==> config.mk <==
export PLATFORM = sky130hd
export DESIGN_NAME = midpoint_circle_rasterizer_unit
export DESIGN_NICKNAME = d
export VERILOG_FILES = /design/src/rtl/mcr_pkg.sv /design/src/rtl/mcr_front.sv /design/src/rtl/mcr_queue.sv /design/src/rtl/mcr_back.sv /design/src/rtl/midpoint_circle_rasterizer_unit.sv
export VERILOG_INCLUDE_DIRS = /design/src /design/src/rtl
export SDC_FILE = /design/constraint.sdc
export NUM_CORES = 2
export LEC_CHECK = 0
export BUFFER_PORTS_ARGS = -buffer_cell sky130_fd_sc_hd__buf_2
export CAP_MARGIN = 10
export CELL_PAD_IN_SITES_DETAIL_PLACEMENT = 1
export CELL_PAD_IN_SITES_GLOBAL_PLACEMENT = 1
export CORE_UTILIZATION = 50
export CTS_BUF_LIST = sky130_fd_sc_hd__clkbuf_2 sky130_fd_sc_hd__clkbuf_4 sky130_fd_sc_hd__clkbuf_8
export DETAILED_ROUTE_END_ITERATION = 8
export GPL_TIMING_DRIVEN = 0
export PLACE_DENSITY = 0.95
export SLEW_MARGIN = 20
export SYNTH_ARGS = -nofsm -noshare
export SYNTH_HDL_FRONTEND = slang
export SYNTH_HIERARCHICAL = 1
export SYNTH_SLANG_ARGS = --single-unit
==> constraint.sdc <==
create_clock -name clock -period 6.3 [get_ports clock]
set_input_delay 0 -clock clock [delete_from_list [all_inputs] [get_ports clock]]
set_output_delay 0 -clock clock [all_outputs]
set_load 0.01 [all_outputs]
==> src/rtl/midpoint_circle_rasterizer_unit_defines.svh <==
// Assertion macros used by the circle rasterizer RTL.
`ifndef MIDPOINT_CIRCLE_RASTERIZER_UNIT_DEFINES_SVH
`define MIDPOINT_CIRCLE_RASTERIZER_UNIT_DEFINES_SVH

// Same-cycle implication, off while reset is high.
`define MCR_ASSERT_NOW(label, ante, cons, msg) \
   label: assert property (@(posedge clock) disable iff (reset) (ante) |-> (cons)) \
      else $error(msg);

// Next-cycle implication, off while reset is high.
`define MCR_ASSERT_NEXT(label, ante, cons, msg) \
   label: assert property (@(posedge clock) disable iff (reset) (ante) |=> (cons)) \
      else $error(msg);

`endif

==> src/rtl/mcr_pkg.sv <==
// Shared types and constants of the circle rasterizer.
package mcr_pkg;

   localparam int RAD_BITS      = 7;
   localparam int WIDTH_BITS    = 13;
   localparam int COLOR_BITS    = 8;

   localparam int CSR_IDX_BITS  = 1;
   localparam int CSR_DATA_BITS = 13;
   localparam logic [CSR_IDX_BITS-1:0] CSR_PLANE_WIDTH = 1'd0;
   localparam logic [CSR_IDX_BITS-1:0] CSR_PIXEL_COLOR = 1'd1;

   localparam logic [WIDTH_BITS-1:0] PLANE_WIDTH_RESET = 13'd1024;
   localparam logic [COLOR_BITS-1:0] PIXEL_COLOR_RESET = 8'd1;

   // step offsets: dy runs from radius down to -1
   localparam int OFS_BITS = 8;
   // decision value stays within about -330 .. 254
   localparam int DEC_BITS = 11;
   localparam logic signed [DEC_BITS-1:0] DEC_INIT    = 11'sd3;
   localparam logic signed [DEC_BITS-1:0] DEC_STEP_X  = 11'sd6;
   localparam logic signed [DEC_BITS-1:0] DEC_STEP_XY = 11'sd10;

   localparam int GROUP_LIMIT = 64;
   localparam int GRP_BITS    = 6;
   localparam int NUM_PIX     = 8;

   localparam int Q_DEPTH     = 2;
   localparam int Q_PTR_BITS  = 1;
   localparam int Q_CNT_BITS  = 2;

   typedef struct packed {
      logic full;
      logic empty;
   } mcr_qstat_type;

endpackage

==> src/rtl/mcr_front.sv <==
// Front end: takes a circle, clamps the radius and forms the row products.
module mcr_front #(
   parameter int MAX_RADIUS = 85,
   parameter int COORD_BITS = 12,
   parameter int ADDR_BITS  = 24
) (
   input  logic                                clock,
   input  logic                                reset,
   input  logic                                start,
   output logic                                busy,
   input  logic [COORD_BITS-1:0]               req_center_x,
   input  logic [COORD_BITS-1:0]               req_center_y,
   input  logic [mcr_pkg::RAD_BITS-1:0]        req_radius,
   input  logic [mcr_pkg::WIDTH_BITS-1:0]      plane_width_i,
   input  mcr_pkg::mcr_qstat_type              qstat_i,
   output logic                                push_o,
   output logic [COORD_BITS+2*ADDR_BITS+mcr_pkg::RAD_BITS-1:0] job_o
);

   localparam int PROD_W = COORD_BITS + mcr_pkg::WIDTH_BITS;
   localparam int RW_W   = mcr_pkg::RAD_BITS + mcr_pkg::WIDTH_BITS;

   logic                           f_vld_ff, f_vld_in;
   logic [COORD_BITS-1:0]          cx_ff, cx_in;
   logic [COORD_BITS-1:0]          cy_ff, cy_in;
   logic [mcr_pkg::RAD_BITS-1:0]   r_ff, r_in;
   logic                           accept;
   logic [PROD_W-1:0]              base_prod;
   logic [RW_W-1:0]                rw_prod;

   assign busy   = f_vld_ff & qstat_i.full;
   assign accept = start & ~busy;
   assign push_o = f_vld_ff & ~qstat_i.full;

   always_comb begin
      f_vld_in = accept | (f_vld_ff & ~push_o);
      cx_in    = cx_ff;
      cy_in    = cy_ff;
      r_in     = r_ff;
      if (accept) begin
         cx_in = req_center_x;
         cy_in = req_center_y;
         // radius saturates at the configured maximum
         if (req_radius > mcr_pkg::RAD_BITS'(MAX_RADIUS)) begin
            r_in = mcr_pkg::RAD_BITS'(MAX_RADIUS);
         end else begin
            r_in = req_radius;
         end
      end
   end

   // row base cy*W and initial dy*W, both mod 2^ADDR_BITS
   assign base_prod = PROD_W'(cy_ff) * PROD_W'(plane_width_i);
   assign rw_prod   = RW_W'(r_ff) * RW_W'(plane_width_i);
   assign job_o     = {cx_ff, ADDR_BITS'(base_prod), r_ff, ADDR_BITS'(rw_prod)};

   always_ff @(posedge clock) begin
      if (reset) begin
         f_vld_ff <= 1'b0;
      end else begin
         f_vld_ff <= f_vld_in;
      end
   end

   always_ff @(posedge clock) begin
      cx_ff <= cx_in;
      cy_ff <= cy_in;
      r_ff  <= r_in;
   end

endmodule

==> src/rtl/mcr_queue.sv <==
// Two-entry job queue between front end and stepping engine.
module mcr_queue #(
   parameter int JOB_W = 67
) (
   input  logic                   clock,
   input  logic                   reset,
   input  logic                   push_i,
   input  logic [JOB_W-1:0]       job_i,
   input  logic                   pop_i,
   output logic [JOB_W-1:0]       job_o,
   output mcr_pkg::mcr_qstat_type qstat_o
);

   logic [JOB_W-1:0]                   mem_ff [mcr_pkg::Q_DEPTH];
   logic [mcr_pkg::Q_PTR_BITS-1:0]     wr_ptr_ff, wr_ptr_in;
   logic [mcr_pkg::Q_PTR_BITS-1:0]     rd_ptr_ff, rd_ptr_in;
   logic [mcr_pkg::Q_CNT_BITS-1:0]     cnt_ff, cnt_in;

   assign qstat_o.full  = (cnt_ff == mcr_pkg::Q_CNT_BITS'(mcr_pkg::Q_DEPTH));
   assign qstat_o.empty = (cnt_ff == '0);
   assign job_o         = mem_ff[rd_ptr_ff];

   always_comb begin
      wr_ptr_in = wr_ptr_ff;
      rd_ptr_in = rd_ptr_ff;
      cnt_in    = cnt_ff;
      if (push_i) begin
         wr_ptr_in = wr_ptr_ff + mcr_pkg::Q_PTR_BITS'(1);
      end
      if (pop_i) begin
         rd_ptr_in = rd_ptr_ff + mcr_pkg::Q_PTR_BITS'(1);
      end
      unique case ({push_i, pop_i})
         2'b10:   cnt_in = cnt_ff + mcr_pkg::Q_CNT_BITS'(1);
         2'b01:   cnt_in = cnt_ff - mcr_pkg::Q_CNT_BITS'(1);
         default: cnt_in = cnt_ff;
      endcase
   end

   always_ff @(posedge clock) begin
      if (reset) begin
         wr_ptr_ff <= '0;
         rd_ptr_ff <= '0;
         cnt_ff    <= '0;
      end else begin
         wr_ptr_ff <= wr_ptr_in;
         rd_ptr_ff <= rd_ptr_in;
         cnt_ff    <= cnt_in;
      end
   end

   always_ff @(posedge clock) begin
      if (push_i) begin
         mem_ff[wr_ptr_ff] <= job_i;
      end
   end

endmodule

==> src/rtl/mcr_back.sv <==
// Stepping engine: walks one octant and emits eight addresses per step.
`include "midpoint_circle_rasterizer_unit_defines.svh"

module mcr_back #(
   parameter int COORD_BITS = 12,
   parameter int ADDR_BITS  = 24
) (
   input  logic                                clock,
   input  logic                                reset,
   input  logic [COORD_BITS+2*ADDR_BITS+mcr_pkg::RAD_BITS-1:0] job_i,
   input  logic                                job_avail_i,
   output logic                                pop_o,
   input  logic [mcr_pkg::WIDTH_BITS-1:0]      plane_width_i,
   input  logic [mcr_pkg::COLOR_BITS-1:0]      pixel_color_i,
   output logic                                rsp_valid,
   output logic [ADDR_BITS-1:0]                rsp_addr_0,
   output logic [ADDR_BITS-1:0]                rsp_addr_1,
   output logic [ADDR_BITS-1:0]                rsp_addr_2,
   output logic [ADDR_BITS-1:0]                rsp_addr_3,
   output logic [ADDR_BITS-1:0]                rsp_addr_4,
   output logic [ADDR_BITS-1:0]                rsp_addr_5,
   output logic [ADDR_BITS-1:0]                rsp_addr_6,
   output logic [ADDR_BITS-1:0]                rsp_addr_7,
   output logic [mcr_pkg::COLOR_BITS-1:0]      rsp_color,
   output logic                                rsp_last_group
);

   localparam int JOB_W = COORD_BITS + 2*ADDR_BITS + mcr_pkg::RAD_BITS;
   localparam int RB    = mcr_pkg::RAD_BITS;

   logic [COORD_BITS-1:0]   j_cx;
   logic [ADDR_BITS-1:0]    j_base, j_rw;
   logic [RB-1:0]           j_r;

   logic                                  act_ff, act_in;
   logic signed [mcr_pkg::OFS_BITS-1:0]   dx_ff, dx_in;
   logic signed [mcr_pkg::OFS_BITS-1:0]   dy_ff, dy_in;
   logic signed [mcr_pkg::DEC_BITS-1:0]   d_ff, d_in;
   logic [ADDR_BITS-1:0]                  dxw_ff, dxw_in;
   logic [ADDR_BITS-1:0]                  dyw_ff, dyw_in;
   logic [ADDR_BITS-1:0]                  base_ff, base_in;
   logic [COORD_BITS-1:0]                 cx_ff, cx_in;
   logic [mcr_pkg::GRP_BITS-1:0]          cnt_ff, cnt_in;

   logic                                  last_now, load;
   logic signed [mcr_pkg::DEC_BITS-1:0]   dx_d, dy_d;
   logic [ADDR_BITS-1:0]                  w_a, cx_a, dx_a, dy_a;
   logic [ADDR_BITS-1:0]                  x_pdx, x_mdx, x_pdy, x_mdy;
   logic [ADDR_BITS-1:0]                  r_pdy, r_mdy, r_pdx, r_mdx;

   logic                                  rsp_valid_ff, rsp_valid_in;
   logic [ADDR_BITS-1:0]                  addr_ff [mcr_pkg::NUM_PIX];
   logic [ADDR_BITS-1:0]                  addr_in [mcr_pkg::NUM_PIX];
   logic [mcr_pkg::COLOR_BITS-1:0]        color_ff, color_in;
   logic                                  last_ff, last_in;

   assign j_cx   = job_i[JOB_W-1 -: COORD_BITS];
   assign j_base = job_i[2*ADDR_BITS+RB-1 -: ADDR_BITS];
   assign j_r    = job_i[ADDR_BITS+RB-1 -: RB];
   assign j_rw   = job_i[ADDR_BITS-1:0];

   // the group on hand is the last one once dx passes dy or the cap is hit
   assign last_now = (dx_ff > dy_ff) ||
                     (cnt_ff == mcr_pkg::GRP_BITS'(mcr_pkg::GROUP_LIMIT - 1));
   assign load     = job_avail_i & (~act_ff | last_now);
   assign pop_o    = load;

   assign dx_d = mcr_pkg::DEC_BITS'(dx_ff);
   assign dy_d = mcr_pkg::DEC_BITS'(dy_ff);
   assign w_a  = ADDR_BITS'(plane_width_i);

   always_comb begin
      act_in  = act_ff & ~last_now;
      dx_in   = dx_ff;
      dy_in   = dy_ff;
      d_in    = d_ff;
      dxw_in  = dxw_ff;
      dyw_in  = dyw_ff;
      base_in = base_ff;
      cx_in   = cx_ff;
      cnt_in  = cnt_ff + mcr_pkg::GRP_BITS'(1);
      if (load) begin
         act_in  = 1'b1;
         dx_in   = '0;
         dy_in   = mcr_pkg::OFS_BITS'(j_r);
         d_in    = mcr_pkg::DEC_INIT - (mcr_pkg::DEC_BITS'(j_r) << 1);
         dxw_in  = '0;
         dyw_in  = j_rw;
         base_in = j_base;
         cx_in   = j_cx;
         cnt_in  = '0;
      end else if (act_ff && !last_now) begin
         dx_in  = dx_ff + mcr_pkg::OFS_BITS'(1);
         dxw_in = dxw_ff + w_a;
         if (d_ff[mcr_pkg::DEC_BITS-1]) begin
            d_in = d_ff + (dx_d <<< 2) + mcr_pkg::DEC_STEP_X;
         end else begin
            d_in   = d_ff + ((dx_d - dy_d) <<< 2) + mcr_pkg::DEC_STEP_XY;
            dy_in  = dy_ff - mcr_pkg::OFS_BITS'(1);
            dyw_in = dyw_ff - w_a;
         end
      end
   end

   // columns and rows of the eight mirrored pixels, all mod 2^ADDR_BITS
   assign cx_a  = ADDR_BITS'(cx_ff);
   assign dx_a  = ADDR_BITS'(dx_ff);
   assign dy_a  = ADDR_BITS'(dy_ff);
   assign x_pdx = cx_a + dx_a;
   assign x_mdx = cx_a - dx_a;
   assign x_pdy = cx_a + dy_a;
   assign x_mdy = cx_a - dy_a;
   assign r_pdy = base_ff + dyw_ff;
   assign r_mdy = base_ff - dyw_ff;
   assign r_pdx = base_ff + dxw_ff;
   assign r_mdx = base_ff - dxw_ff;

   always_comb begin
      rsp_valid_in = act_ff;
      addr_in[0]   = x_pdx + r_pdy;
      addr_in[1]   = x_pdx + r_mdy;
      addr_in[2]   = x_mdx + r_pdy;
      addr_in[3]   = x_mdx + r_mdy;
      addr_in[4]   = x_pdy + r_pdx;
      addr_in[5]   = x_pdy + r_mdx;
      addr_in[6]   = x_mdy + r_pdx;
      addr_in[7]   = x_mdy + r_mdx;
      color_in     = pixel_color_i;
      last_in      = last_now;
   end

   always_ff @(posedge clock) begin
      if (reset) begin
         act_ff       <= 1'b0;
         rsp_valid_ff <= 1'b0;
      end else begin
         act_ff       <= act_in;
         rsp_valid_ff <= rsp_valid_in;
      end
   end

   always_ff @(posedge clock) begin
      dx_ff    <= dx_in;
      dy_ff    <= dy_in;
      d_ff     <= d_in;
      dxw_ff   <= dxw_in;
      dyw_ff   <= dyw_in;
      base_ff  <= base_in;
      cx_ff    <= cx_in;
      cnt_ff   <= cnt_in;
      addr_ff  <= addr_in;
      color_ff <= color_in;
      last_ff  <= last_in;
   end

   assign rsp_valid      = rsp_valid_ff;
   assign rsp_addr_0     = addr_ff[0];
   assign rsp_addr_1     = addr_ff[1];
   assign rsp_addr_2     = addr_ff[2];
   assign rsp_addr_3     = addr_ff[3];
   assign rsp_addr_4     = addr_ff[4];
   assign rsp_addr_5     = addr_ff[5];
   assign rsp_addr_6     = addr_ff[6];
   assign rsp_addr_7     = addr_ff[7];
   assign rsp_color      = color_ff;
   assign rsp_last_group = last_ff;

   `MCR_ASSERT_NEXT(a_step_emits, act_ff, rsp_valid_ff, "active step produced no group")
   `MCR_ASSERT_NEXT(a_no_stray_beat, !act_ff, !rsp_valid_ff, "group strobe with no work")
   `MCR_ASSERT_NOW(a_dy_floor, act_ff, dy_ff >= -8'sd1, "dy dropped below -1")
   `MCR_ASSERT_NEXT(a_drain_idle, act_ff && last_now && !job_avail_i, !act_ff, "engine ran past last group")

endmodule

==> src/rtl/midpoint_circle_rasterizer_unit.sv <==
// Top level of the midpoint circle rasterizer.
//
// One circle (center, radius) enters on a start beat while busy is low and
// comes out as a run of groups, one group per clock: each group carries the
// eight mirrored pixel addresses x + y*plane_width (mod 2^ADDR_BITS), the
// pixel color, and last_group on the final one. A run has about
// radius/sqrt(2) + 2 groups (two for radius zero, 62 at radius 85, never
// more than 64); the stepping engine produces one group per cycle, and
// circles queued behind it follow with no gap. Radius above MAX_RADIUS is
// clamped. When the engine is free and the queue is empty, a circle passes
// the front stage, the queue entry, the engine load and the output
// register before its first group shows.
// Results cannot be stalled: rsp_valid marks each group for exactly one
// cycle and the receiver must take it. Up to three circles may be held in
// flight ahead of the engine (front stage plus a two-entry queue); busy
// rises only when all are taken. The CSR port writes plane_width (index 0)
// and pixel_color (index 1); write them only while no circle is pending.
module midpoint_circle_rasterizer_unit #(
   parameter int MAX_RADIUS = 85,
   parameter int COORD_BITS = 12,
   parameter int ADDR_BITS  = 24
) (
   input  logic                                 clock,
   input  logic                                 reset,
   // circle input
   input  logic                                 start,
   output logic                                 busy,
   input  logic [COORD_BITS-1:0]                req_center_x,
   input  logic [COORD_BITS-1:0]                req_center_y,
   input  logic [mcr_pkg::RAD_BITS-1:0]         req_radius,
   // group output
   output logic                                 rsp_valid,
   output logic [ADDR_BITS-1:0]                 rsp_addr_0,
   output logic [ADDR_BITS-1:0]                 rsp_addr_1,
   output logic [ADDR_BITS-1:0]                 rsp_addr_2,
   output logic [ADDR_BITS-1:0]                 rsp_addr_3,
   output logic [ADDR_BITS-1:0]                 rsp_addr_4,
   output logic [ADDR_BITS-1:0]                 rsp_addr_5,
   output logic [ADDR_BITS-1:0]                 rsp_addr_6,
   output logic [ADDR_BITS-1:0]                 rsp_addr_7,
   output logic [mcr_pkg::COLOR_BITS-1:0]       rsp_color,
   output logic                                 rsp_last_group,
   // register writes
   input  logic                                 csr_write_en,
   input  logic [mcr_pkg::CSR_IDX_BITS-1:0]     csr_index,
   input  logic [mcr_pkg::CSR_DATA_BITS-1:0]    csr_wdata
);

   localparam int JOB_W = COORD_BITS + 2*ADDR_BITS + mcr_pkg::RAD_BITS;

   logic [mcr_pkg::WIDTH_BITS-1:0]  plane_width_ff, plane_width_in;
   logic [mcr_pkg::COLOR_BITS-1:0]  pixel_color_ff, pixel_color_in;

   logic                            push, pop;
   logic [JOB_W-1:0]                job_wr, job_rd;
   mcr_pkg::mcr_qstat_type          qstat;

   // CSR file: plain writes, no read-back
   always_comb begin
      plane_width_in = plane_width_ff;
      pixel_color_in = pixel_color_ff;
      if (csr_write_en) begin
         unique case (csr_index)
            mcr_pkg::CSR_PLANE_WIDTH: plane_width_in = csr_wdata;
            mcr_pkg::CSR_PIXEL_COLOR: pixel_color_in = csr_wdata[mcr_pkg::COLOR_BITS-1:0];
            default:                  plane_width_in = plane_width_ff;
         endcase
      end
   end

   always_ff @(posedge clock) begin
      if (reset) begin
         plane_width_ff <= mcr_pkg::PLANE_WIDTH_RESET;
         pixel_color_ff <= mcr_pkg::PIXEL_COLOR_RESET;
      end else begin
         plane_width_ff <= plane_width_in;
         pixel_color_ff <= pixel_color_in;
      end
   end

   // front: accept, clamp, row products
   mcr_front #(
      .MAX_RADIUS (MAX_RADIUS),
      .COORD_BITS (COORD_BITS),
      .ADDR_BITS  (ADDR_BITS)
   ) u_front (
      .clock         (clock),
      .reset         (reset),
      .start         (start),
      .busy          (busy),
      .req_center_x  (req_center_x),
      .req_center_y  (req_center_y),
      .req_radius    (req_radius),
      .plane_width_i (plane_width_ff),
      .qstat_i       (qstat),
      .push_o        (push),
      .job_o         (job_wr)
   );

   // decoupling queue
   mcr_queue #(
      .JOB_W (JOB_W)
   ) u_queue (
      .clock   (clock),
      .reset   (reset),
      .push_i  (push),
      .job_i   (job_wr),
      .pop_i   (pop),
      .job_o   (job_rd),
      .qstat_o (qstat)
   );

   // back: octant walk, one group per cycle
   mcr_back #(
      .COORD_BITS (COORD_BITS),
      .ADDR_BITS  (ADDR_BITS)
   ) u_back (
      .clock          (clock),
      .reset          (reset),
      .job_i          (job_rd),
      .job_avail_i    (~qstat.empty),
      .pop_o          (pop),
      .plane_width_i  (plane_width_ff),
      .pixel_color_i  (pixel_color_ff),
      .rsp_valid      (rsp_valid),
      .rsp_addr_0     (rsp_addr_0),
      .rsp_addr_1     (rsp_addr_1),
      .rsp_addr_2     (rsp_addr_2),
      .rsp_addr_3     (rsp_addr_3),
      .rsp_addr_4     (rsp_addr_4),
      .rsp_addr_5     (rsp_addr_5),
      .rsp_addr_6     (rsp_addr_6),
      .rsp_addr_7     (rsp_addr_7),
      .rsp_color      (rsp_color),
      .rsp_last_group (rsp_last_group)
   );

endmodule
==> results_dict.tcl <==
set metrics [dict create \
    initial_antenna_violation_count 18 \
    synth_ff_type "dfxtp_1" \
    netlist_cell_types 101 \
    syn_area_per_cell_sq_um 9.49 \
    drc 0 \
    grt.overflow.total 0 \
    max_ffs_per_register 134 \
    place.port_buffers 251 \
    initial_core_util_pct 50.5 \
    totalNegativeSetupSlack_ns -0.453 \
    fp-row-count 104 \
    outcome "finished with violations" \
    critical_path_required_ns 6.77 \
    tightestPinTransition_ns 1.38 \
    worst_hold_class "input pin to register" \
    cts_clock_pin_slew_for_the_worst_setup_and_hold_paths_ns 0.09 \
    top_register "u_queue/mem_ff" \
    core_area_sq_um 80400 \
    post-dp-hpwl_um 114000 \
    hold_violations 0 \
    yosys_register_bits 511 \
    finalCriticalPeriod_ns 6.39 \
    fin_nets 5438 \
    critical_path_peak_fanout 10 \
    setup.worst_path.end_class "register" \
    die_height_um 287 \
    setup_viol 8 \
    timing.hold.ws_ns 0.113 \
    drt_first_iter_violations 4073 \
    layout_cells_sized_above_1_pct 13.6 \
    syn-instance-count 4278 \
    yosysWarningCount 6 \
    timing.final.ws_setup_ns -0.0907 \
    ys_seq_area_share_pct 31.2 \
    min_period_over_period_pct 101 \
    failing_checks "setup timing" \
    grt_pass1_vias 41500 \
    fp.dieW_um 287 \
    drt.antenna.violating_nets 0 \
    detailedPlace.worstSlack_ns -0.705 \
    post_synth_instance_area_sq_um 40600 \
    fraction_of_registers_with_async_set_or_reset_after_synthesis_pct 0 \
    cts.sink_count 511 \
    htree_levels 3 \
    max_slew_headroom_at_the_worst_pin_pct 7.55 \
    cts-root-buf "clkbuf_8" \
    route.detailed.wl_per_inst_um 30.0 \
    worstSkewPairLatency_ns 0.81 \
    routed-via-count 38300 \
    criticalPathCategory "register to register" \
    grt_first_pass_wirelength_um 260000 \
    detail_route.vias_per_cell 6.55 \
    groute.usage.overall_pct 42.3 \
    cts-buffers-inserted 87 \
    tritoncts "done" \
    routed_wl_um 176000 \
    clock_path_buffers 3 \
    max_cap_violations 0 \
    synth-edff-count 242 \
    globalplace.congestion 0.988 \
    largest_net_degree_at_the_start_of_global_routing 52 \
    synthToLayoutAreaGrowth_pct 14.1 \
    fp.dieArea_sq_um 82400 \
    cp_data_arrival_time_ns 6.86 \
    worstSetupStartpointType "register" \
    boundaryPins 252 \
    clock-skew-final_ns 0.0752 \
    maxSlewViolCount 0 \
    fmax_ghz 0.156 \
    firstDrtPassIters 6 \
    finalCoreUtilization_pct 57.7 \
]
-- synth_stat cells (19+ instances only) --
master	instances	area share [%]
inv_1	476	4.4
mux2i_1	20	0.49
mux2_2	67	1.9
ha_1	497	15
o21bai_1	64	1.2
or2_2	19	0.29
o21ai_0	181	2.2
nor3_1	69	0.85
xnor2_1	283	6.1
a21oi_1	259	3.2
fa_1	184	9.1
clkbuf_1	83	0.77
a21boi_0	25	0.46
nand4_1	27	0.42
o21a_1	49	0.91
nand2b_1	74	1.1
and2_1	106	1.6
o21ai_1	22	0.27
xor2_1	86	1.9
nand3_1	60	0.74
a21o_1	85	1.6
nor2b_1	62	0.95
nand2_1	326	3.0
or3_1	19	0.29
dfxtp_1	269	13
o211ai_1	23	0.43
o31ai_1	27	0.50
edfxtp_1	242	18
a211oi_1	27	0.50
and3_1	29	0.45
nor2_1	262	2.4
a31oi_1	22	0.34
-- path summary, 6_finish.rpt --
path / from / end / slack, ns / depth (start not counted)
worst min register to register: pixel_color_ff[6]$_SDFFE_PP0P_ / u_back/rsp_color[6]$_DFF_P_ / 0.35 / 0
worst max-delay path: plane_width_ff[5]$_SDFFE_PP0P_ / u_queue/mem_ff[0][48]$_DFFE_PP_ / -0.09 / 18
worst max register to register: plane_width_ff[5]$_SDFFE_PP0P_ / u_queue/mem_ff[0][48]$_DFFE_PP_ / -0.09 / 18
worst min-delay path: req_radius[2] / u_front/r_ff[2]$_SDFFCE_PN1P_ / 0.11 / 3
-- critical path, cell delays in order (launching register included) --
cell	delay, ns
dfxtp_2	0.60
clkbuf_4	0.33
clkbuf_4	0.27
nand2_1	0.13
fa_2	0.64
inv_1	0.15
fa_1	0.44
fa_1	0.50
inv_1	0.06
fa_1	0.50
fa_1	0.50
inv_1	0.05
ha_1	0.37
a21o_1	0.29
a2111oi_4	0.47
o31a_1	0.29
nor2_1	0.11
a21oi_1	0.25
xnor2_2	0.11
-- placed cells by master (no fill, tap or decap), types with 21 or more instances in the layout --
master / netlist / final
ha_1: 497 / 497
inv_1: 476 / 472
nand2_1: 326 / 324
xnor2_1: 283 / 277
buf_2: 15 / 267
nor2_1: 262 / 260
a21oi_1: 259 / 257
dfxtp_1: 269 / 256
edfxtp_1: 242 / 242
fa_1: 184 / 182
o21ai_0: 181 / 180
and2_1: 106 / 105
clkbuf_8: 0 / 92
xor2_1: 86 / 85
a21o_1: 85 / 85
dlygate4sd3_1: 0 / 79
nand2b_1: 74 / 74
nor3_1: 69 / 69
mux2_2: 67 / 67
o21bai_1: 64 / 64
nor2b_1: 62 / 61
nand3_1: 60 / 60
clkbuf_1: 83 / 55
o21a_1: 49 / 49
clkbuf_4: 0 / 40
and3_1: 29 / 29
nand4_1: 27 / 27
o31ai_1: 27 / 26
a211oi_1: 27 / 26
a21boi_0: 25 / 25
o21ai_1: 22 / 23
o211ai_1: 23 / 23
a31oi_1: 22 / 21
-- layer usage --
layer  GRT usage, %  share of wire [%]
met1           42.2                 32
met3           15.0                 11
met4           37.7                 11
met2           69.4                 46
met5          0.756               0.14
-- final cells by class --
type                            instances  area [sq um]
Inverter                              478          1800
Timing Repair inverter                  2          10.0
Multi-Input combinational cell       3178         25800
Buffer                                110           572
Clock buffer                          118          1460
Clock inverter                         40           414
Fill cell                            9140         34100
Antenna cell                           12          30.0
Sequential cell                       511         12700
Timing Repair Buffer                  340          2210
Tap cell                             1060          1330
-- stage by stage --
stage	cell area, sq um	cells
2_1_floorplan	40600	4281
3_3_place_gp	43200	5592
3_5_place_dp	43400	5599
4_1_cts	46100	5835
5_1_grt	46300	5843
6_report	46400	5849
-- kinds of logic (layout without fill, tap and decap cells) --
group,Yosys count,in the layout,share of synthesized area (%)
simple gates,1116,1116,13.4
mux,87,87,2.35
xor+xnor,371,371,8.04
compound gates,919,919,15.0
fa+ha+maj,681,681,24.4
buf+inv,592,1088,5.67
flops,511,511,31.2
other cells,1,16,0.00923
-- repair_timing --
action / in CTS / in global routing
hold buffers: 79 / 0
pin swaps: 0 / 2
resized for setup: 36 / 76
hold endpoints to repair: 91 / 0
endpoints found under the setup margin: 29 / 42
gates cloned: 0 / 2
buffers inserted: 0 / 2
Power is left out: the tool's default activity adds up to more than one toggle a clock period on the data nets, which glitch-free logic cannot reach.
